### src/rtl/core/signed_int32_divider_saturating_unit_assert.svh
// ----------------------------------------------------------------------------
// signed_int32_divider_saturating_unit_assert.svh
// Assertion macros for the signed divider; empty when SYNTH is defined.
// ----------------------------------------------------------------------------
`ifndef SIGNED_INT32_DIVIDER_SATURATING_UNIT_ASSERT_SVH
`define SIGNED_INT32_DIVIDER_SATURATING_UNIT_ASSERT_SVH

`ifndef SYNTH

// same-cycle implication, sampled on clk, off while in reset
`define SID_ASSERT_IMPLY(label, ante, cons) \
    label: assert property (@(posedge clk) disable iff (!rst_n) (ante) |-> (cons)) \
        else $error("sid assertion failed");

// next-cycle implication
`define SID_ASSERT_NEXT(label, ante, cons) \
    label: assert property (@(posedge clk) disable iff (!rst_n) (ante) |=> (cons)) \
        else $error("sid assertion failed");

`else

`define SID_ASSERT_IMPLY(label, ante, cons)
`define SID_ASSERT_NEXT(label, ante, cons)

`endif

`endif

### src/rtl/core/sid_pkg.sv
// ----------------------------------------------------------------------------
// sid_pkg
// Widths, beat types and pipeline word for the signed divider.
// ----------------------------------------------------------------------------
package sid_pkg;

    localparam int DW = 32;

    localparam logic [DW-1:0] QMAX = {1'b0, {(DW-1){1'b1}}};

    typedef struct packed {
        logic signed [DW-1:0] numerator;
        logic signed [DW-1:0] denominator;
    } operands_t;

    typedef struct packed {
        logic signed [DW-1:0] quotient_out;
        logic                 zero_divisor;
    } result_t;

    // one pipeline word: dq holds the unshifted dividend bits on top and
    // the quotient bits shifted in at the bottom
    typedef struct packed {
        logic          valid;
        logic          zero;
        logic          neg;
        logic [DW-1:0] rem;
        logic [DW-1:0] dq;
        logic [DW-1:0] dsr;
    } work_t;

endpackage

### src/rtl/core/sid_prep.sv
// ----------------------------------------------------------------------------
// sid_prep
// Operand register: magnitudes, result sign and zero-divisor flag.
// ----------------------------------------------------------------------------
module sid_prep (
    input  logic               clk,
    input  logic               rst_n,
    input  logic               load,
    input  sid_pkg::operands_t operands,
    output sid_pkg::work_t     work
);
    import sid_pkg::*;

    logic          valid_reg;
    work_t         data_reg;
    work_t         data_next;
    logic          n_neg;
    logic          d_neg;

    always_comb
    begin
        n_neg           = operands.numerator[DW-1];
        d_neg           = operands.denominator[DW-1];
        data_next       = '0;
        data_next.zero  = (operands.denominator == '0);
        data_next.neg   = n_neg ^ d_neg;
        data_next.rem   = '0;
        // the most negative value negates to itself, read as 2^(DW-1) unsigned
        data_next.dq    = n_neg ? (~operands.numerator + 1'b1) : operands.numerator;
        data_next.dsr   = d_neg ? (~operands.denominator + 1'b1) : operands.denominator;
    end

    always_ff @(posedge clk or negedge rst_n)
    begin
        if (!rst_n)
        begin
            valid_reg <= 1'b0;
        end
        else
        begin
            valid_reg <= load;
        end
    end

    always_ff @(posedge clk)
    begin
        if (load)
        begin
            data_reg <= data_next;
        end
    end

    always_comb
    begin
        work       = data_reg;
        work.valid = valid_reg;
    end

endmodule

### src/rtl/core/sid_step.sv
// ----------------------------------------------------------------------------
// sid_step
// One registered restoring-division step: shift in a dividend bit, trial
// subtract, keep or restore.
// ----------------------------------------------------------------------------
`include "signed_int32_divider_saturating_unit_assert.svh"

module sid_step (
    input  logic           clk,
    input  logic           rst_n,
    input  sid_pkg::work_t work_in,
    output sid_pkg::work_t work_out
);
    import sid_pkg::*;

    logic          valid_reg;
    work_t         data_reg;
    work_t         data_next;
    logic [DW:0]   trial;
    logic [DW:0]   diff;

    always_comb
    begin
        trial     = {work_in.rem, work_in.dq[DW-1]};
        diff      = trial - {1'b0, work_in.dsr};
        data_next = work_in;
        if (!diff[DW])
        begin
            data_next.rem = diff[DW-1:0];
            data_next.dq  = {work_in.dq[DW-2:0], 1'b1};
        end
        else
        begin
            data_next.rem = trial[DW-1:0];
            data_next.dq  = {work_in.dq[DW-2:0], 1'b0};
        end
    end

    always_ff @(posedge clk or negedge rst_n)
    begin
        if (!rst_n)
        begin
            valid_reg <= 1'b0;
        end
        else
        begin
            valid_reg <= work_in.valid;
        end
    end

    always_ff @(posedge clk)
    begin
        if (work_in.valid)
        begin
            data_reg <= data_next;
        end
    end

    always_comb
    begin
        work_out       = data_reg;
        work_out.valid = valid_reg;
    end

    `SID_ASSERT_NEXT(a_step_valid_moves, work_in.valid, work_out.valid)
    `SID_ASSERT_IMPLY(a_step_rem_below_dsr, work_out.valid && (work_out.dsr != '0),
                      work_out.rem < work_out.dsr)

endmodule

### src/rtl/core/sid_post.sv
// ----------------------------------------------------------------------------
// sid_post
// Output register: applies sign, saturation and the zero-divisor case.
// ----------------------------------------------------------------------------
module sid_post (
    input  logic             clk,
    input  logic             rst_n,
    input  sid_pkg::work_t   work,
    output logic             done,
    output sid_pkg::result_t result
);
    import sid_pkg::*;

    logic    done_reg;
    result_t result_reg;
    result_t result_next;

    always_comb
    begin
        result_next.zero_divisor = work.zero;
        if (work.zero)
        begin
            result_next.quotient_out = '0;
        end
        else if (work.neg)
        begin
            result_next.quotient_out = ~work.dq + 1'b1;
        end
        else if (work.dq[DW-1])
        begin
            // MIN / -1 overflows
            result_next.quotient_out = QMAX;
        end
        else
        begin
            result_next.quotient_out = work.dq;
        end
    end

    always_ff @(posedge clk or negedge rst_n)
    begin
        if (!rst_n)
        begin
            done_reg <= 1'b0;
        end
        else
        begin
            done_reg <= work.valid;
        end
    end

    always_ff @(posedge clk)
    begin
        if (work.valid)
        begin
            result_reg <= result_next;
        end
    end

    assign done   = done_reg;
    assign result = result_reg;

endmodule

### src/rtl/core/signed_int32_divider_saturating_unit.sv
// ----------------------------------------------------------------------------
// signed_int32_divider_saturating_unit
// Pipelined signed 32-bit divider, quotient truncated toward zero and
// saturated on MIN / -1; a zero divisor is flagged and gives 0.
// ----------------------------------------------------------------------------
//  channel   | handshake        | payload
//  ----------+------------------+---------------------------------------
//  operands  | start, busy      | numerator, denominator (beat on start && !busy)
//  result    | done (1 cycle)   | quotient_out, zero_divisor
//
//  One beat accepted per cycle; busy is always low.
//  Pipeline: operand register, one stage per quotient bit, output register.
//  The divide chain accepts a new beat while earlier ones are in flight.
//  Reset clears the valid bits only; no clearing pass.
//  The result is not held: done marks it for exactly one cycle.
// ----------------------------------------------------------------------------
`include "signed_int32_divider_saturating_unit_assert.svh"

module signed_int32_divider_saturating_unit (
    input  logic               clk,
    input  logic               rst_n,
    input  logic               start,
    output logic               busy,
    input  sid_pkg::operands_t operands,
    output logic               done,
    output sid_pkg::result_t   result
);
    import sid_pkg::*;

    work_t stage_w [DW+1];

    assign busy = 1'b0;

    sid_prep u_prep (
        .clk      (clk),
        .rst_n    (rst_n),
        .load     (start && !busy),
        .operands (operands),
        .work     (stage_w[0])
    );

    for (genvar i = 0; i < DW; i++)
    begin : g_step
        sid_step u_step (
            .clk      (clk),
            .rst_n    (rst_n),
            .work_in  (stage_w[i]),
            .work_out (stage_w[i+1])
        );
    end

    sid_post u_post (
        .clk    (clk),
        .rst_n  (rst_n),
        .work   (stage_w[DW]),
        .done   (done),
        .result (result)
    );

    `SID_ASSERT_IMPLY(a_zero_gives_zero, done && result.zero_divisor,
                      result.quotient_out == '0)

endmodule

### config.mk
export PLATFORM = sky130hd
export DESIGN_NAME = signed_int32_divider_saturating_unit
export DESIGN_NICKNAME = d
export VERILOG_FILES = /design/src/rtl/core/sid_pkg.sv /design/src/rtl/core/sid_prep.sv /design/src/rtl/core/sid_step.sv /design/src/rtl/core/sid_post.sv /design/src/rtl/core/signed_int32_divider_saturating_unit.sv
export VERILOG_INCLUDE_DIRS = /design/src /design/src/rtl/core
export SDC_FILE = /design/constraint.sdc
export NUM_CORES = 2
export LEC_CHECK = 0
export BUFFER_PORTS_ARGS = -buffer_cell sky130_fd_sc_hd__clkbuf_2
export CAP_MARGIN = 20
export CORE_MARGIN = 1
export CORE_UTILIZATION = 47
export CTS_CLUSTER_DIAMETER = 60
export CTS_CLUSTER_SIZE = 28
export DETAILED_ROUTE_END_ITERATION = 16
export GPL_TIMING_DRIVEN = 0
export PLACE_DENSITY = 0.74
export SYNTH_ARGS = -nofsm -noshare
export SYNTH_HDL_FRONTEND = slang
export SYNTH_SLANG_ARGS = --single-unit
### constraint.sdc
create_clock -name clk -period 4.44 [get_ports clk]
set_clock_uncertainty 0.05 [all_clocks]
set_input_delay 0.888 -clock clk [delete_from_list [all_inputs] [get_ports clk]]
set_output_delay 0.888 -clock clk [all_outputs]
set_load 0.1 [all_outputs]
==> flow_summary.rst <==
.. list-table::
   :header-rows: 1

   * - Metric
     - Value
   * - Power per cell area
     - about 700 mW/mm²
   * - CTS root buffer
     - sky130_fd_sc_hd__clkbuf_16
   * - Leading area contributor after synthesis
     - sky130_fd_sc_hd__edfxtp_1
   * - Chip Width
     - between 500 and 600 µm
   * - Critical Path Max Stage Delay
     - 0.49 ns
   * - Worst hold path type
     - in2reg
   * - Crit path required time
     - 5.04 ns
   * - Cell chain of the critical path
     - inv_1 -> ha_1 -> fa_1 -> nor2b_1 -> o21a_1 -> o21ai_1 -> a211oi_2 -> o211ai_1 -> buf_4 -> a21boi_4 -> a221oi_2 -> o31ai_2 -> a311oi_2 -> xnor2_2 -> buf_6 -> buf_8 -> mux2_2
   * - Async SR Flop Fraction
     - between 1 and 1.5%
   * - Post-Synthesis Cells
     - about 12000
   * - Number of buffers on the longest clock path
     - 4
   * - Initial cell density of the core
     - 47.4%
   * - Maximum ir drop on the vdd rail
     - roughly 0.54 mV
   * - Cell Area, Placed
     - 0.167 mm²
   * - Clk pin slew, worst setup/hold paths
     - 0.09 ns
   * - Sum of net half-perimeters after detailed placement
     - 252 mm
   * - Post-placement worst setup slack
     - -1.26 ns
   * - Clock tree from TritonCTS
     - built
   * - Vias after detailed routing
     - 95800
   * - Number of hold violations in the final report
     - 0
   * - Power, Total
     - 124 mW
   * - Initial antenna violation count
     - 4
   * - Final estimated routing congestion in global placement
     - 0.930
   * - Count of final max-slew check failures
     - 0
   * - Worst reg2reg endpoint
     - g_step[9].u_step.work_out[79]$_DFFE_PP_
   * - Yosys warns
     - 0
   * - Type of the worst setup path
     - reg2reg
   * - Site row count
     - 213
   * - Routed len/inst
     - between 15 and 20 µm
   * - Vertical die dimension
     - 585 µm
   * - Sinks on the clock net
     - 3205
   * - Most used flip-flop cell after synthesis
     - sky130_fd_sc_hd__edfxtp_1
   * - Commonest cells post-synth
     - sky130_fd_sc_hd__edfxtp_1, sky130_fd_sc_hd__inv_1, sky130_fd_sc_hd__ha_1, sky130_fd_sc_hd__a21oi_1, sky130_fd_sc_hd__mux2_2
   * - Core footprint
     - 0.338 mm²
   * - Data arrival time of the worst path
     - roughly 5 ns
   * - TritonCTS Buffers
     - 189
   * - Setup repair after global routing missed its margin
     - true
   * - Hold-critical path endpoint
     - u_prep.work[0]$_DFFE_PP_
   * - Gr ovfl total
     - 0
   * - CP Capture Type
     - register
   * - Layout cell share with drive strength beyond 1
     - 12.7%
   * - Max frequency
     - 231 MHz
   * - Sequential fraction of the synthesis area
     - 60.1%
   * - Worst Path Max Fanout
     - 10
   * - Path depth of the worst reg2reg path
     - 17
   * - Outcome
     - complete, no violations
   * - Vias per std cell
     - 5.50
   * - Clock insertion delay at the later pin of the skew report
     - 0.90 ns
   * - Fraction of synthesized cell area taken by the top area cell type
     - 59.6%
   * - Reg-to-reg critical path startpoint
     - g_step[8].u_step.work_out[63]$_DFFE_PP_
   * - Final setup TNS
     - 0 ns
   * - First-pass detailed-route iteration total
     - 6
   * - Number of H-tree levels
     - 4
   * - Vias in the first global route
     - ~94000
   * - Count of flip-flops with a built-in enable after synthesis
     - 3171
   * - Number of library cell types mapped by synthesis
     - 88
   * - Reg-to-reg setup timing slack
     - 0.12 ns
   * - Worst hold path depth
     - 1
   * - Top-level port count
     - 102
   * - Die outline area
     - 0.343 mm²
   * - Number of design rule violations left after detail routing
     - 0
   * - Final min period
     - 4.32 ns
   * - Library cell with the highest instance count after synthesis
     - sky130_fd_sc_hd__edfxtp_1
   * - Register bit total from synthesis
     - about 3200
   * - Final cycle utilization of the critical path
     - 97.4%
   * - Filler cell count in the final layout
     - 27900
   * - Largest cells by area after synthesis
     - sky130_fd_sc_hd__edfxtp_1, sky130_fd_sc_hd__ha_1, sky130_fd_sc_hd__mux2_2
   * - Slew Limit Headroom
     - 31.8%
   * - Transition time at the pin with the least slew margin
     - approximately 1 ns
   * - Number of nets with antenna violations after routing
     - 0
   * - Beginning of the worst hold path
     - operands[0]
   * - Final hold slack
     - 0.151 ns
   * - I/O Buffers
     - 100
   * - Maximum Capacitance Violations
     - 0
   * - Max FFs per register
     - 3072
   * - Final setup slack of the worst path
     - about 0.12 ns
   * - LEAKAGE
     - 69.2 nW
   * - CP startpoint kind
     - register
   * - Area added between synthesis and finish
     - 10.3%
   * - Aggregate routed wire length
     - between 300 and 400 mm
   * - Number of nets in the final layout
     - 13800
   * - Critical Path Slowest Stage Cell
     - sky130_fd_sc_hd__edfxtp_1
   * - Final std cell area, no fill
     - 0.176 mm²
   * - Number of endpoints failing setup at the final stage
     - 0
   * - Mean cell area of the mapped netlist
     - 13.0 µm²
   * - Pin count of the biggest net entering global routing
     - 80
   * - Violation count after the first detailed-route iteration
     - 6395
   * - Tot GR Track Use
     - 19.1%
   * - Cell area after technology mapping
     - 0.160 mm²
   * - Global-route wire length before repair
     - 515 mm
==> metrics by stage <==
| step | std cells | utilization [%] |
|---|---|---|
| after floorplan | 12300 | - |
| after global placement | 16900 | 49.2 |
| after detailed placement | 17000 | 49.6 |
| after CTS | 17400 | 51.9 |
| after global routing | 17400 | 52.2 |
| final | 17400 | 52.2 |
==> area by class of cell <==
cell class | count | area (µm²) | area share (%)
sequential | 3205 | 96200 | 54.5
multi-input combinational | 7672 | 59500 | 33.8
tap | 4515 | 5650 | 3.20
clock buffer | 213 | 4920 | 2.79
inverter | 1221 | 4580 | 2.60
timing repair buffer | 247 | 2600 | 1.47
clock inverter | 124 | 1620 | 0.917
buffer | 215 | 1230 | 0.698
antenna | 11 | 27.5 | 0.0156
==> placed cells by master, fill, tap and decap left out, types with 102 or more instances in the layout <==
| master | synthesis | routed |
|---|---|---|
| sky130_fd_sc_hd__edfxtp_1 | 3171 | 3171 |
| sky130_fd_sc_hd__inv_1 | 1221 | 1221 |
| sky130_fd_sc_hd__ha_1 | 996 | 995 |
| sky130_fd_sc_hd__a21oi_1 | 840 | 823 |
| sky130_fd_sc_hd__mux2_2 | 740 | 722 |
| sky130_fd_sc_hd__xnor2_1 | 577 | 562 |
| sky130_fd_sc_hd__nand2_1 | 559 | 559 |
| sky130_fd_sc_hd__o21ai_0 | 560 | 547 |
| sky130_fd_sc_hd__nor2_1 | 546 | 545 |
| sky130_fd_sc_hd__a21o_1 | 427 | 427 |
| sky130_fd_sc_hd__xor2_1 | 305 | 298 |
| sky130_fd_sc_hd__clkbuf_16 | 0 | 195 |
| sky130_fd_sc_hd__nand3_1 | 165 | 165 |
| sky130_fd_sc_hd__o21a_1 | 152 | 152 |
| sky130_fd_sc_hd__nor2b_1 | 139 | 138 |
| sky130_fd_sc_hd__nand2b_1 | 136 | 136 |
| sky130_fd_sc_hd__clkbuf_1 | 164 | 131 |
| sky130_fd_sc_hd__clkbuf_2 | 0 | 123 |
| sky130_fd_sc_hd__nor3_1 | 120 | 115 |
| sky130_fd_sc_hd__buf_4 | 5 | 102 |
==> per-layer routing <==
layer  global-route usage, %  vias up  part of all wire (%)
met4                    9.09        2                   5.5
met1                    23.1    46300                    41
li1                        -    46700                     -
met3                    2.12      680                   4.0
met2                    33.9     2210                    50
met5                       0        -                0.0039
==> repair_timing <==
item / in CTS / in global routing
pin swaps: 33 / 52
hold buffers: 1 / 0
hold endpoints to repair: 9 / 0
gates cloned: 0 / 3
endpoints found under the setup margin: 944 / 813
resized for setup: 188 / 190
setup buffers: 38 / 52
==> cells by family (layout without fill, tap and decap cells) <==
family          count (synthesis)  after routing  synth area share, %
simple gates                 2089           2089                 6.32
mux                           836            836                 5.84
xor+xnor                      883            883                 4.84
buf+inv                      1438           2020                 3.42
flops                        3205           3205                 60.1
other cells                     1             27              0.00235
compound gates               2822           2822                 11.3
fa+ha+maj                    1026           1026                 8.17
==> critical path: cells and delay by family, from the launching register on <==
kind	cells	cell delay [ns]
AOI/OAI and AO/OA	8	1.53
adders and majority gates	2	0.63
buffers and inverters	4	0.62
DFF	1	0.49
muxes	1	0.35
xor gates and xnor gates	1	0.25
and+or+nand+nor	1	0.15
==> worst max path at each step <==
stage | slack [ns] | cells after the start | startpoint | end
2_1_floorplan | 0.46 | 14 | g_step[19].u_step.work_out[0]$_DFFE_PP_ | g_step[20].u_step.work_out[89]$_DFFE_PP_
3_3_place_gp | -1.69 | 15 | g_step[29].u_step.work_out[63]$_DFFE_PP_ | g_step[30].u_step.work_out[93]$_DFFE_PP_
3_5_place_dp | -1.26 | 15 | g_step[6].u_step.work_out[63]$_DFFE_PP_ | g_step[7].u_step.work_out[88]$_DFFE_PP_
4_1_cts | -0.004 | 16 | g_step[8].u_step.work_out[63]$_DFFE_PP_ | g_step[9].u_step.work_out[83]$_DFFE_PP_
5_1_grt | -0.09 | 11 | g_step[19].u_step.work_out[69]$_DFFE_PP_ | g_step[20].u_step.work_out[87]$_DFFE_PP_
6_report | 0.12 | 17 | g_step[8].u_step.work_out[63]$_DFFE_PP_ | g_step[9].u_step.work_out[79]$_DFFE_PP_
==> where the power goes <==
| part | switching [mW] | leakage (nW) | internal [mW] |
|---|---|---|---|
| sequential | 3.46 | 31.4 | 42.4 |
| clock | 10.6 | 3.16 | 9.10 |
| combinational | 30.8 | 34.7 | 27.8 |
| total | 44.8 | 69.2 | 79.3 |
Power figures use the tool's default switching activity.
